## src/hw/rtl/abkf_pkg.sv

```systemverilog
package abkf_pkg;

  localparam int unsigned CfgIdxW = 2;
  localparam int unsigned CfgW = 31;

  localparam logic [CfgIdxW-1:0] RegAngleNoise = 2'd0;
  localparam logic [CfgIdxW-1:0] RegBiasNoise  = 2'd1;
  localparam logic [CfgIdxW-1:0] RegMeasNoise  = 2'd2;

  localparam logic signed [31:0] AngleLimit = 32'sd23592960;
  localparam logic signed [31:0] BiasLimit  = 32'sd131072000;

  // Operations of the shared multiply-round unit.
  typedef struct packed {
    logic               start;
    logic signed [32:0] a;
    logic signed [35:0] b;
    logic               sh28;   // 0: shift by 24, 1: shift by 28
  } mul_req_t;

  typedef struct packed {
    logic               done;
    logic signed [35:0] res;    // rounded product
  } mul_rsp_t;

  typedef struct packed {
    logic               start;
    logic [59:0]        num;    // |P| << 28
    logic [32:0]        den;    // S, positive
  } div_req_t;

  typedef struct packed {
    logic               done;
    logic [59:0]        quo;
  } div_rsp_t;

  function automatic logic signed [31:0] sat32(input logic signed [63:0] v);
    if (v > 64'sd2147483647) return 32'sh7fffffff;
    if (v < -64'sd2147483648) return 32'sh80000000;
    return v[31:0];
  endfunction

endpackage

```

## src/hw/rtl/abkf_mul.sv

```systemverilog
module abkf_mul (
  input  logic               clk,
  input  logic               rst,
  input  abkf_pkg::mul_req_t req,
  output abkf_pkg::mul_rsp_t rsp
);
  import abkf_pkg::*;

  logic signed [68:0] prod;
  logic               sh28;
  logic               stage;
  logic signed [68:0] rounded;

  // One registered product, then rounding to nearest with ties upward.
  always_ff @(posedge clk) begin
    if (rst) begin
      stage <= 1'b0;
      rsp.done <= 1'b0;
    end else begin
      stage <= req.start;
      rsp.done <= stage;
    end
    if (req.start) begin
      prod <= req.a * req.b;
      sh28 <= req.sh28;
    end
    if (stage) rsp.res <= rounded[35:0];
  end

  always_comb begin
    if (sh28) rounded = (prod + 69'sd134217728) >>> 28;
    else rounded = (prod + 69'sd8388608) >>> 24;
  end

  initial_check: assert property (@(posedge clk) disable iff (rst)
    rsp.done |-> $past(stage)) else $error("multiplier result without issue");
endmodule

```

## config.mk

```make
export PLATFORM = sky130hd
export DESIGN_NAME = abkf_mul
export DESIGN_NICKNAME = d
export VERILOG_FILES = /design/src/hw/rtl/abkf_pkg.sv /design/src/hw/rtl/abkf_mul.sv
export SDC_FILE = /design/constraint.sdc
export NUM_CORES = 2
export LEC_CHECK = 0
export BUFFER_PORTS_ARGS = -buffer_cell sky130_fd_sc_hd__buf_2
export CORE_MARGIN = 10
export CORE_UTILIZATION = 64
export CTS_CLUSTER_SIZE = 10
export DETAILED_ROUTE_END_ITERATION = 10
export MAX_ROUTING_LAYER = met4
export PLACE_DENSITY = 0.81
export SYNTH_ARGS = -nofsm -noshare
export SYNTH_HDL_FRONTEND = slang
export SYNTH_SLANG_ARGS = --single-unit
```

## constraint.sdc

```tcl
create_clock -name clk -period 22.9 [get_ports clk]
set_input_delay 2.29 -clock clk [delete_from_list [all_inputs] [get_ports clk]]
set_output_delay 2.29 -clock clk [all_outputs]
set_load 0.02 [all_outputs]
```

==> summary.md <==
| Metric | Value |
|---|---|
| Critical Path Max Stage Delay | 0.98 ns |
| Slowest-stage cell, CP | fa_1 |
| Crit-path cells | buf_2, nand2_1, inv_1, fa_1, fa_1, fa_1, inv_1, fa_1, inv_1, fa_1, fa_1, fa_1, inv_1, fa_1, inv_1, ha_1, a21oi_1, o211ai_1, a41o_1, a211o_1, a31oi_1, xnor2_1 |
| Die span in y | 278.8 um |
| Register area share after synthesis | 5.559% |
| Avg Vias per Cell | 5.770 |
| WS Path Type | in2reg |
| Status | complete, no violations |
| Async SR Flop Fraction | 0% |
| Placed cell area | 0.04365 mm2 |
| Post CTS Setup Buffer Count | 0 |
| Rows | 94 |
| Grt total ovfl | 0 |
| Gate Count Post-Synth | 4484 |
| Final hold vios | 0 |
| Synth Register Bits | 80 |
| Placer Congestion | 0.9957 |
| Arr. time, crit path | roughly 11 ns |
| Slew HR | 27.05% |
| Ratio of cells with drive above 1 in the final layout | 3.535% |
| TritonCTS clock tree | done |
| Slew Limit Fails | 0 |
| DP Worst Slack | 12.04 ns |
| Hold Crit Class | reg2reg |
| Worst-Margin Slew | ~1.1 ns |
| Achievable Freq | 94.12 MHz |
| WL per Instance | 21.29 um |
| CP dominant cell by count | fa_1 |
| HPWL Detailed | 85.53 mm |
| Initial core utilization | roughly two thirds |
| Crit path time final | between 10 and 15 ns |
| RSZ-0062 raised after global routing | false |
| Most frequent cells in the layout | 1179 x fa_1, 1099 x inv_1, 655 x nand2_1 |
| Clk root buf | clkbuf_16 |
| Synthesized area per cell | ~9.6 um2 |
| Vias in the first global route | 34525 |
| Post-synth EDFFs | 78 |
| Fill cell count | 5125 |
| Largest net degree at the start of global routing | 73 |
| Max-Cap Viols | 0 |
| H-Tree Depth | 3 |
| Hold Path Depth | 2 |
| IO Count | 110 |
| CTS Buf Count | 9 |
| Ys flop type | edfxtp_1 |
| Synth warn | 0 |
| Synthesis-to-layout area growth | 2.590% |
| Nets | 5840 |
| Worst Skew | 0.009262 ns |
| Die area | 0.07771 mm2 |
| Worst Path Required | 23.00 ns |
| Reg clk slew, reported paths | 0.06 ns |
| Chip Width | around 280 um |
| Via count | 30304 |
| Post-route ant nets | 0 |
| Syn_nets | 5944 |
| Setup TNS | 0 ns |
| GRT Total Usage | a little under a third |
| Final period util | 46.40% |
| Initial antenna violation count | 2 |
| Syn Std Cell Area | ~0.043 mm2 |
| # port buffers | approximately 110 |
| Yosys cell types | 63 |
| Placeable Area | 0.06610 mm2 |
| # DRC | 0 |
| Element type at the critical path end | flop |
| Cts repair resizes | 0 |
| Critical-path maximum fanout | 36 |
| Initial DRT Pass Iterations | 5 |
| CP Launch Type | primary input |
| DRT iter0 DRCs | 2527 |
| Final setup fails | 0 |
| R2R cell count | 10 |
| Commonest non-fill, non-tap cell in the layout | fa_1 |
| Clock Latency Late Sink | ~0.35 ns |
| Clk sinks | 80 |
| Hold buffer count at CTS | 0 |
| Final Cell Area | 0.04396 mm2 |
| CTS max path bufs | 2 |
| Final worst setup slack | 12.27 ns |
| First-pass GRT wire length | 185.1 mm |
| Routed wire length | 111.8 mm |
## final timing paths
kind / start / endpoint / slack (ns)
setup reg to reg: sh28$_DFFE_PP_ / rsp[28]$_DFFE_PP_ / 19.41
hold reg to reg: prod[59]$_DFFE_PP_ / rsp[35]$_DFFE_PP_ / 0.71
hold / removal: prod[59]$_DFFE_PP_ / rsp[35]$_DFFE_PP_ / 0.71
setup / recovery: req[40] / prod[61]$_DFFE_PP_ / 12.27
## layout make-up
class	count	area, um2	area share (%)
flip-flops and latches	80	2382	5.419
clock buffers	9	225.2	0.5123
repair buffers	122	643.1	1.463
multi-input cells	3067	35420	80.56
diodes	3	7.507	0.01708
clock inverters	7	78.83	0.1793
well taps	864	1081	2.459
inverters	1100	4129	9.392
## state kept, by name, indices dropped and copies added (netlist names)
name	cells
rsp	37
prod	41
stage	1
sh28	1
## cells in the mapped netlist, types with 7 or more instances
cell	number	share of area (%)
a21oi_1	57	0.67
edfxtp_1	78	5.5
xor2_1	41	0.84
a31oi_1	9	0.13
nor2b_1	11	0.16
and3_1	7	0.10
mux2i_1	26	0.61
inv_1	1099	9.6
nand4_1	10	0.15
o21ai_0	29	0.34
nand3_1	26	0.30
ha_1	208	6.1
xnor2_1	67	1.4
nand2_1	655	5.7
fa_1	1179	55
and4_1	8	0.16
nor3_1	8	0.093
clkbuf_1	228	2.0
a21o_1	30	0.53
nand2b_1	12	0.18
and2_1	553	8.1
nor2_1	52	0.46
o21bai_1	11	0.19
## cells by family after synthesis
kind of cell | after synthesis | share of synthesized area (%)
adder cells (fa/ha/maj) | 1387 | 61.15
XOR/XNOR | 108 | 2.207
buffers and inverters | 1337 | 11.80
AND/OR/NAND/NOR | 1363 | 15.88
flip-flops | 80 | 5.559
multiplexers | 32 | 0.7650
AO/OA/AOI/OAI | 177 | 2.645
## critical path, delay by kind of cell
family | cells | cell delay, ns
simple gates | 1 | 0.20
xor+xnor | 1 | 0.09
fa+ha+maj | 9 | 5.22
buf+inv | 6 | 1.64
compound gates | 5 | 1.25
## routing by layer
layer / vias up / wire, um / global-route usage, %
met3: 363 / 14030 / 8.258
met2: 1871 / 52190 / 49.34
met4: 0 / 4296 / 11.01
li1: 12605 / - / -
met1: 15465 / 41310 / 39.08
met5: - / 0 / -
## per-stage QoR
step | std cells | hold slack (ns) | util (%)
6_report | 5252 | 0.7082 | 66.51
5_1_grt | 5251 | 0.7547 | 66.51
4_1_cts | 5249 | 0.7076 | 66.50
3_5_place_dp | 5233 | 0.6901 | 66.04
3_3_place_gp | 5233 | 0.6856 | 66.04
2_1_floorplan | 4484 | 0.5923 | -
Power is left out: the tool's default activity adds up to more than one toggle a clock period on the data nets, which glitch-free logic cannot reach.
