[src/hw/rtl/abkf_pkg.sv]
package abkf_pkg;

  localparam int unsigned CfgIdxW = 2;
  localparam int unsigned CfgW = 31;

  localparam logic [CfgIdxW-1:0] RegAngleNoise = 2'd0;
  localparam logic [CfgIdxW-1:0] RegBiasNoise  = 2'd1;
  localparam logic [CfgIdxW-1:0] RegMeasNoise  = 2'd2;

  localparam logic signed [31:0] AngleLimit = 32'sd23592960;
  localparam logic signed [31:0] BiasLimit  = 32'sd131072000;

  // Operations of the shared multiply-round unit.
  typedef struct packed {
    logic               start;
    logic signed [32:0] a;
    logic signed [35:0] b;
    logic               sh28;   // 0: shift by 24, 1: shift by 28
  } mul_req_t;

  typedef struct packed {
    logic               done;
    logic signed [35:0] res;    // rounded product
  } mul_rsp_t;

  typedef struct packed {
    logic               start;
    logic [59:0]        num;    // |P| << 28
    logic [32:0]        den;    // S, positive
  } div_req_t;

  typedef struct packed {
    logic               done;
    logic [59:0]        quo;
  } div_rsp_t;

  function automatic logic signed [31:0] sat32(input logic signed [63:0] v);
    if (v > 64'sd2147483647) return 32'sh7fffffff;
    if (v < -64'sd2147483648) return 32'sh80000000;
    return v[31:0];
  endfunction

endpackage

[src/hw/rtl/abkf_div.sv]
module abkf_div (
  input  logic               clk,
  input  logic               rst,
  input  abkf_pkg::div_req_t req,
  output abkf_pkg::div_rsp_t rsp
);
  import abkf_pkg::*;

  logic [59:0] quo;
  logic [33:0] rem;
  logic [32:0] den;
  logic [5:0]  cnt;
  logic        busy;
  logic [34:0] trial;
  logic [33:0] shifted;

  // Restoring division, one quotient bit a cycle.
  assign shifted = {rem[32:0], quo[59]};
  assign trial = {1'b0, shifted} - {2'b0, den};

  always_ff @(posedge clk) begin
    if (rst) begin
      busy <= 1'b0;
      rsp.done <= 1'b0;
    end else begin
      rsp.done <= 1'b0;
      if (req.start) begin
        busy <= 1'b1;
      end else if (busy && cnt == 6'd59) begin
        busy <= 1'b0;
        rsp.done <= 1'b1;
      end
    end
    if (req.start) begin
      quo <= req.num;
      den <= req.den;
      rem <= '0;
      cnt <= '0;
    end else if (busy) begin
      cnt <= cnt + 6'd1;
      if (!trial[34]) begin
        rem <= trial[33:0];
        quo <= {quo[58:0], 1'b1};
      end else begin
        rem <= shifted;
        quo <= {quo[58:0], 1'b0};
      end
    end
  end

  assign rsp.quo = quo;

  a_done_busy: assert property (@(posedge clk) disable iff (rst)
    rsp.done |-> $past(busy)) else $error("divider done while idle");
endmodule
[config.mk]
export PLATFORM = sky130hd
export DESIGN_NAME = abkf_div
export DESIGN_NICKNAME = d
export VERILOG_FILES = /design/src/hw/rtl/abkf_pkg.sv /design/src/hw/rtl/abkf_div.sv
export SDC_FILE = /design/constraint.sdc
export NUM_CORES = 1
export LEC_CHECK = 0
export BUFFER_PORTS_ARGS = -buffer_cell sky130_fd_sc_hd__buf_2
export CORE_AREA = 2 2 112 125
export CTS_BUF_LIST = sky130_fd_sc_hd__clkbuf_8 sky130_fd_sc_hd__clkbuf_16
export DETAILED_ROUTE_END_ITERATION = 8
export DIE_AREA = 0 0 114 127
export GPL_ROUTABILITY_DRIVEN = 0
export PLACE_DENSITY = 0.9
export SLEW_MARGIN = 5
export SYNTH_ARGS = -nofsm -noshare
export SYNTH_HDL_FRONTEND = slang
export SYNTH_SLANG_ARGS = --single-unit
[constraint.sdc]
create_clock -name clk -period 8.6 [get_ports clk]
set_clock_uncertainty 0.05 [all_clocks]
set_input_delay 0.43 -clock clk [delete_from_list [all_inputs] [get_ports clk]]
set_output_delay 0.43 -clock clk [all_outputs]
set_load 0.01 [all_outputs]
==> results of run 1 <==
-- metal layers --
metal,up-vias,wire length [um]
li1,2660,-
met5,-,0
met2,207,7960
met1,2563,6550
met3,39,1230
met4,0,458
-- registers in the layout (all words and copies together) (netlist names) --
signal	count
busy	1
rsp	1
quo	60
rem	33
den	33
cnt	6
-- cells by family after synthesis --
family,after synthesis,synth area share
compound gates,149,0.144
flops,134,0.504
simple gates,132,0.0864
mux,85,0.129
buf+inv,65,0.0388
fa+ha+maj,35,0.0622
xor+xnor,29,0.0354
-- power breakdown --
part / switching, W / leakage (nW) / total [W] / internal (W)
Sequential: 0.0000390 / 1.26 / 0.000797 / 0.000758
Clock: 0.000292 / 0.291 / 0.000729 / 0.000437
Combinational: 0.000200 / 2.06 / 0.000365 / 0.000165
Total: 0.000531 / 3.62 / 0.00189 / 0.00136
-- final timing paths --
kind | from | endpoint | slack, ns
worst min-delay path | req[24] | den[24] | 0.12
worst min register to register | rem[2] | rem[2] | 0.43
worst max-delay path | quo[59] | quo[0] | 5.08
worst max register to register | quo[59] | quo[0] | 5.08
-- stage by stage --
stage | hold WS, ns | std cells | utilization | worst slack (ns) | power, W
after floorplan | 0.395 | 629 | - | 5.60 | 0.00106
after global placement | 0.408 | 923 | 0.614 | 5.20 | 0.00116
after detailed placement | 0.418 | 923 | 0.614 | 5.06 | 0.00117
after CTS | 0.110 | 955 | 0.659 | 5.06 | 0.00190
after global routing | 0.104 | 955 | 0.659 | 4.80 | 0.00197
final | 0.125 | 955 | 0.659 | 5.08 | 0.00189
-- cells in the final DEF (no fill, tap or decap), types with 19 or more instances in the layout --
cell type	n
mux2_2	60
inv_1	38
ha_1	34
a211oi_1	26
nand2_1	34
dfxtp_1	40
mux2i_1	25
xnor2_1	19
nor2_1	43
a21oi_1	29
buf_2	155
edfxtp_1	93
o21ai_0	24
-- area by class of cell --
cell class / instances / area [um2] / share of cell area
inverter: 39 / 146 / 0.0170
clock inverter: 14 / 149 / 0.0173
clock buffer: 18 / 439 / 0.0509
sequential: 134 / 3610 / 0.419
timing repair buffer: 159 / 806 / 0.0934
multi-input combinational: 430 / 3270 / 0.379
tap: 161 / 201 / 0.0233
==> impl_results.md, run 1 <==
- Grt ovf: 0
- Setup TNS: 0 ns
- Design Area, Final: approximately 8600 um2
- Fin crit share: 0.409
- Power Dens Cells: between 200 and 250 nW/um2
- DR pass1 iterations: 5
- Share of layout cells above drive strength 1: 0.334
- CP startpoint kind: register
- Unrepaired setup endpoints after global routing: false
- Hold Crit Class: in2reg
- Clk sinks: around 130
- Number of flops mapped to enable cells by yosys: between 90 and 100
- Max stage delay on crit path: 0.47 ns
- CP Capture Type: register
- CTS H-tree depth: 4
- Reg2Reg Depth: 12
- Period minus WS final: around 3.5 ns
- Commonest cells post-synth: 93 x edfxtp_1, 60 x mux2_2, 43 x nor2_1, 41 x dfxtp_1, 39 x inv_1
- Synth Net Count: 760
- Worst-path fanout max: 20
- Critical path's slowest cell: or2_1
- Nets: just over 900
- Tot GR Track Use: 0.235
- Synthesized instance count: 629
- 1st-iter DRT viols: 275
- Leak Pwr: between 3 and 4 nW
- Max-slew headroom: 0.260
- Via-to-Cell Ratio: roughly 5.7
- Top-count cell post-synth: edfxtp_1
- Met2 GRT Util: 0.393
- GRT Max-Usage Layer: met2
- First-pass GRT wire length: 26.8 mm
- Crit path kind: reg2reg
- Fraction of registers with async set/reset: 0
- Initial Utilization: 0.547
- Die area: ~14,000 um2
- Worst Max-Slew Pin Slew: 1.11 ns
- Synth area leaders: edfxtp_1 39%, dfxtp_1 11%, mux2_2 9.4%, ha_1 5.9%, mux2i_1 3.5%
- Worst Path Required: ~8.7 ns
- CTS resizes: 0
- Most common flop cell mapped by yosys: edfxtp_1
- Average wire per standard cell: approximately 17 um
- WP data arrival: 3.64 ns
- Critical path cell sequence: inv_1 > ha_1 > inv_1 > fa_1 > a21oi_1 > o21ai_2 > a211oi_2 > o22a_1 > a211oi_2 > or2_1 > buf_4 > mux2_2
- CP Depth: 12
- Final setup violation count: 0
- Die H: 127 um
- Cts hold-fix bufs: 0
- CTS max path bufs: 2
- Vias: about 5,500
- Sequential share of the synthesized area: 0.504
- Postcts setup bufs: 0
- CP delay by family, top: compound AO/OA/AOI/OAI gates
- Root Driver: clkbuf_16
- Layout Area Growth over Synthesis: 20.4%
- Cell Area, Synth: around 7200 um2
- Post-DP HPWL: 11.4 mm
- Ys Warns: 0
- Filler Cell Count: roughly 1,000
- Core box area: between 10,000 and 15,000 um2
- Worst Hold Depth: 1
- Fin. max-slew vios: 0
- Horiz. Die Dim: 114 um
- Antenna viol nets, final: 0
- Antenna violations before repair: 0
- Worst-Skew Late Latency: 0.43 ns
- Maximum vdd ir drop: around 0.00015 V
- Clock buffer count from CTS: 17
- CTS tree: built
- Num ports: 157
- GR met3 Demand/Resource: 0.0916
- Run status: finished, final reports clean
- # diodes: 0
- Critical path buffer and inverter count: 3
- Final count of hold timing violations: 0
- Max Freq: roughly 280 MHz
- Vias in the first global route: 5,637
- Post-Route WL: 16.2 mm
- Met1 Use GR: 0.274
- Residual DRC: 0
- Top-area cell type share of the netlist area: 0.390
- Largest net degree at the start of global routing: 84
- Synth Area per Inst: between 10 and 15 um2
- MaxCap Viol Count: 0
- Row Count: 44
- IO Port Bufs: between 150 and 200
- Clock slew seen by the registers of the worst setup and hold paths: ~0.060 ns
- Dpl cell area: 8040 um2
- #FFs+latches synth: around 130
- Synth cell types: 60
- Post-synth top area cell: edfxtp_1
Power figures use the tool's default switching activity.
==> run 2, diff against run 1 <==
==> constraint.sdc (replaced) <==
create_clock -name clk -period 3.7 [get_ports clk]
set_clock_uncertainty 0.05 [all_clocks]
set_input_delay 0.185 -clock clk [delete_from_list [all_inputs] [get_ports clk]]
set_output_delay 0.185 -clock clk [all_outputs]
set_load 0.01 [all_outputs]
==> run 2 against run 1 <==
  * Combinational power grew to 2.5 times the previous value
  * Die area unchanged
  * Largest power group unchanged
  * Final area is 5.3% higher
  * Critical path type unchanged
  * Cell count is 5.0% higher
==> impl_results.md, run 2 (synthesis results as in run 1) <==
- GR met3 Demand/Resource: 0.0750
- Unrepaired setup endpoints after global routing: false
- Regs by FF count: quo: 60 flops, den: 33 flops, rem: 33 flops
- Post-place setup slack: 0.415 ns
- Final count of hold timing violations: 0
- Filler Cell Count: between 900 and 1,000
- Max FFs per register: 60
- Via-to-Cell Ratio: about 5.7
- Commonest non-fill, non-tap cell in the layout: buf_2
- Setup WS post-layout: between 0.2 and 0.3 ns
- Layout Area Growth over Synthesis: 26.9%
- Post-DP HPWL: between 10 and 15 mm
- CTS tree: built
- First-pass GRT wire length: 27.4 mm
- Max-slew headroom: 0.414
- Hold WS: ~0.019 ns
- Row Count: 44
- Fin. max-slew vios: 0
- Horiz. Die Dim: ~110 um
- Worst Path Required: between 3 and 4 ns
- Worst Max-Slew Pin Slew: around 0.9 ns
- DR pass1 iterations: 4
- Nets: 960
- Vias: ~5,700
- IO Port Bufs: between 150 and 200
- Worst-Skew Late Latency: 0.42 ns
- Vias in the first global route: around 5,900
- Hold Crit Class: in2reg
- Clk sinks: 134
- Leak Pwr: around 3.8 nW
- Crit path kind: reg2reg
- Antenna violations before repair: 0
- Power Dens Cells: 482 nW/um2
- Met2 GRT Util: 0.412
- Residual DRC: 0
- Fin crit share: 0.928
- Met1 Use GR: 0.274
- Largest net degree at the start of global routing: 58
- Antenna viol nets, final: 0
- Tot GR Track Use: 0.239
- Clock slew seen by the registers of the worst setup and hold paths: 0.06 ns
- Num ports: between 150 and 200
- # diodes: 0
- Max Freq: 291 MHz
- Run status: finished, final reports clean
- Period minus WS final: approximately 3.4 ns
- Average wire per standard cell: around 17 um
- Initial Utilization: 0.547
- Post-Route WL: 16.6 mm
- Worst-path fanout max: 10
- Grt ovf: 0
- CP startpoint kind: register
- 1st-iter DRT viols: around 240
- Share of layout cells above drive strength 1: 0.319
- WP data arrival: 3.70 ns
- Core box area: around 13,000 um2
- DP Cell Count: around 930
- Biggest register: quo
- CTS resizes: 0
- CTS max path bufs: 2
- GRT Max-Usage Layer: met2
- MaxCap Viol Count: 0
- Most frequent cells in the layout: 155 x buf_2, 93 x edfxtp_1, 60 x mux2_2, 43 x nor2_1, 43 x dlygate4sd3_1
- CTS H-tree depth: 4
- Setup TNS: 0 ns
- Final setup violation count: 0
- Fin cells: between 1,000 and 1,500
- Root Driver: clkbuf_16
- CP Capture Type: register
- Clock buffer count from CTS: 17
- Maximum vdd ir drop: ~0.00034 V
- Die area: approximately 14,000 um2
- Die H: roughly 130 um
run 2: per-layer routing:
layer  wire, um  vias to the layer above
li1           -                     2749
met1       6650                     2690
met2       8380                      213
met3       1130                       38
met4        483                        0
met5          0                        -
run 2: area by class of cell:
class / count / area (um2) / area share
sequential: 134 / 3610 / 0.398
multi-input combinational: 430 / 3270 / 0.360
timing repair buffer: 207 / 1290 / 0.141
clock buffer: 17 / 425 / 0.0468
tap: 161 / 201 / 0.0222
inverter: 39 / 146 / 0.0161
clock inverter: 15 / 144 / 0.0158
run 2: metrics by stage:
step                      total power (W)  cell area (um2)  utilization
after global routing              0.00459             9090        0.694
after floorplan                   0.00247             7170            -
after detailed placement          0.00273             8090        0.618
after global placement            0.00271             8090        0.618
final                             0.00439             9090        0.694
after CTS                         0.00439             9060        0.692
run 2: final timing paths:
| path | startpoint | end | slack (ns) | cells after the start |
|---|---|---|---|---|
| max | quo[59] | rem[8] | 0.27 | 13 |
| min | req[88] | quo[55] | 0.02 | 2 |
| max reg2reg | quo[59] | rem[8] | 0.27 | 13 |
| min reg2reg | rem[3] | rem[3] | 0.42 | 2 |
run 2: critical path, cell delays in order (launching register included):
cell	delay [ns]
edfxtp_1	0.41
inv_1	0.09
ha_1	0.16
inv_1	0.05
fa_1	0.43
a21oi_1	0.24
o21ai_2	0.12
a211oi_2	0.31
o22a_1	0.24
a211oi_2	0.08
or2_1	0.45
buf_4	0.30
mux2i_1	0.14
a211oi_1	0.25
run 2: power by group:
group | internal (W) | total [W] | switching [W]
registers | 0.00176 | 0.00184 | 0.0000805
logic | 0.000424 | 0.000914 | 0.000490
clock network | 0.000942 | 0.00163 | 0.000687
run 2: timing repair:
item	CTS	global route
hold buffers	40	3
endpoints found under the hold margin	41	3
setup buffers	0	0
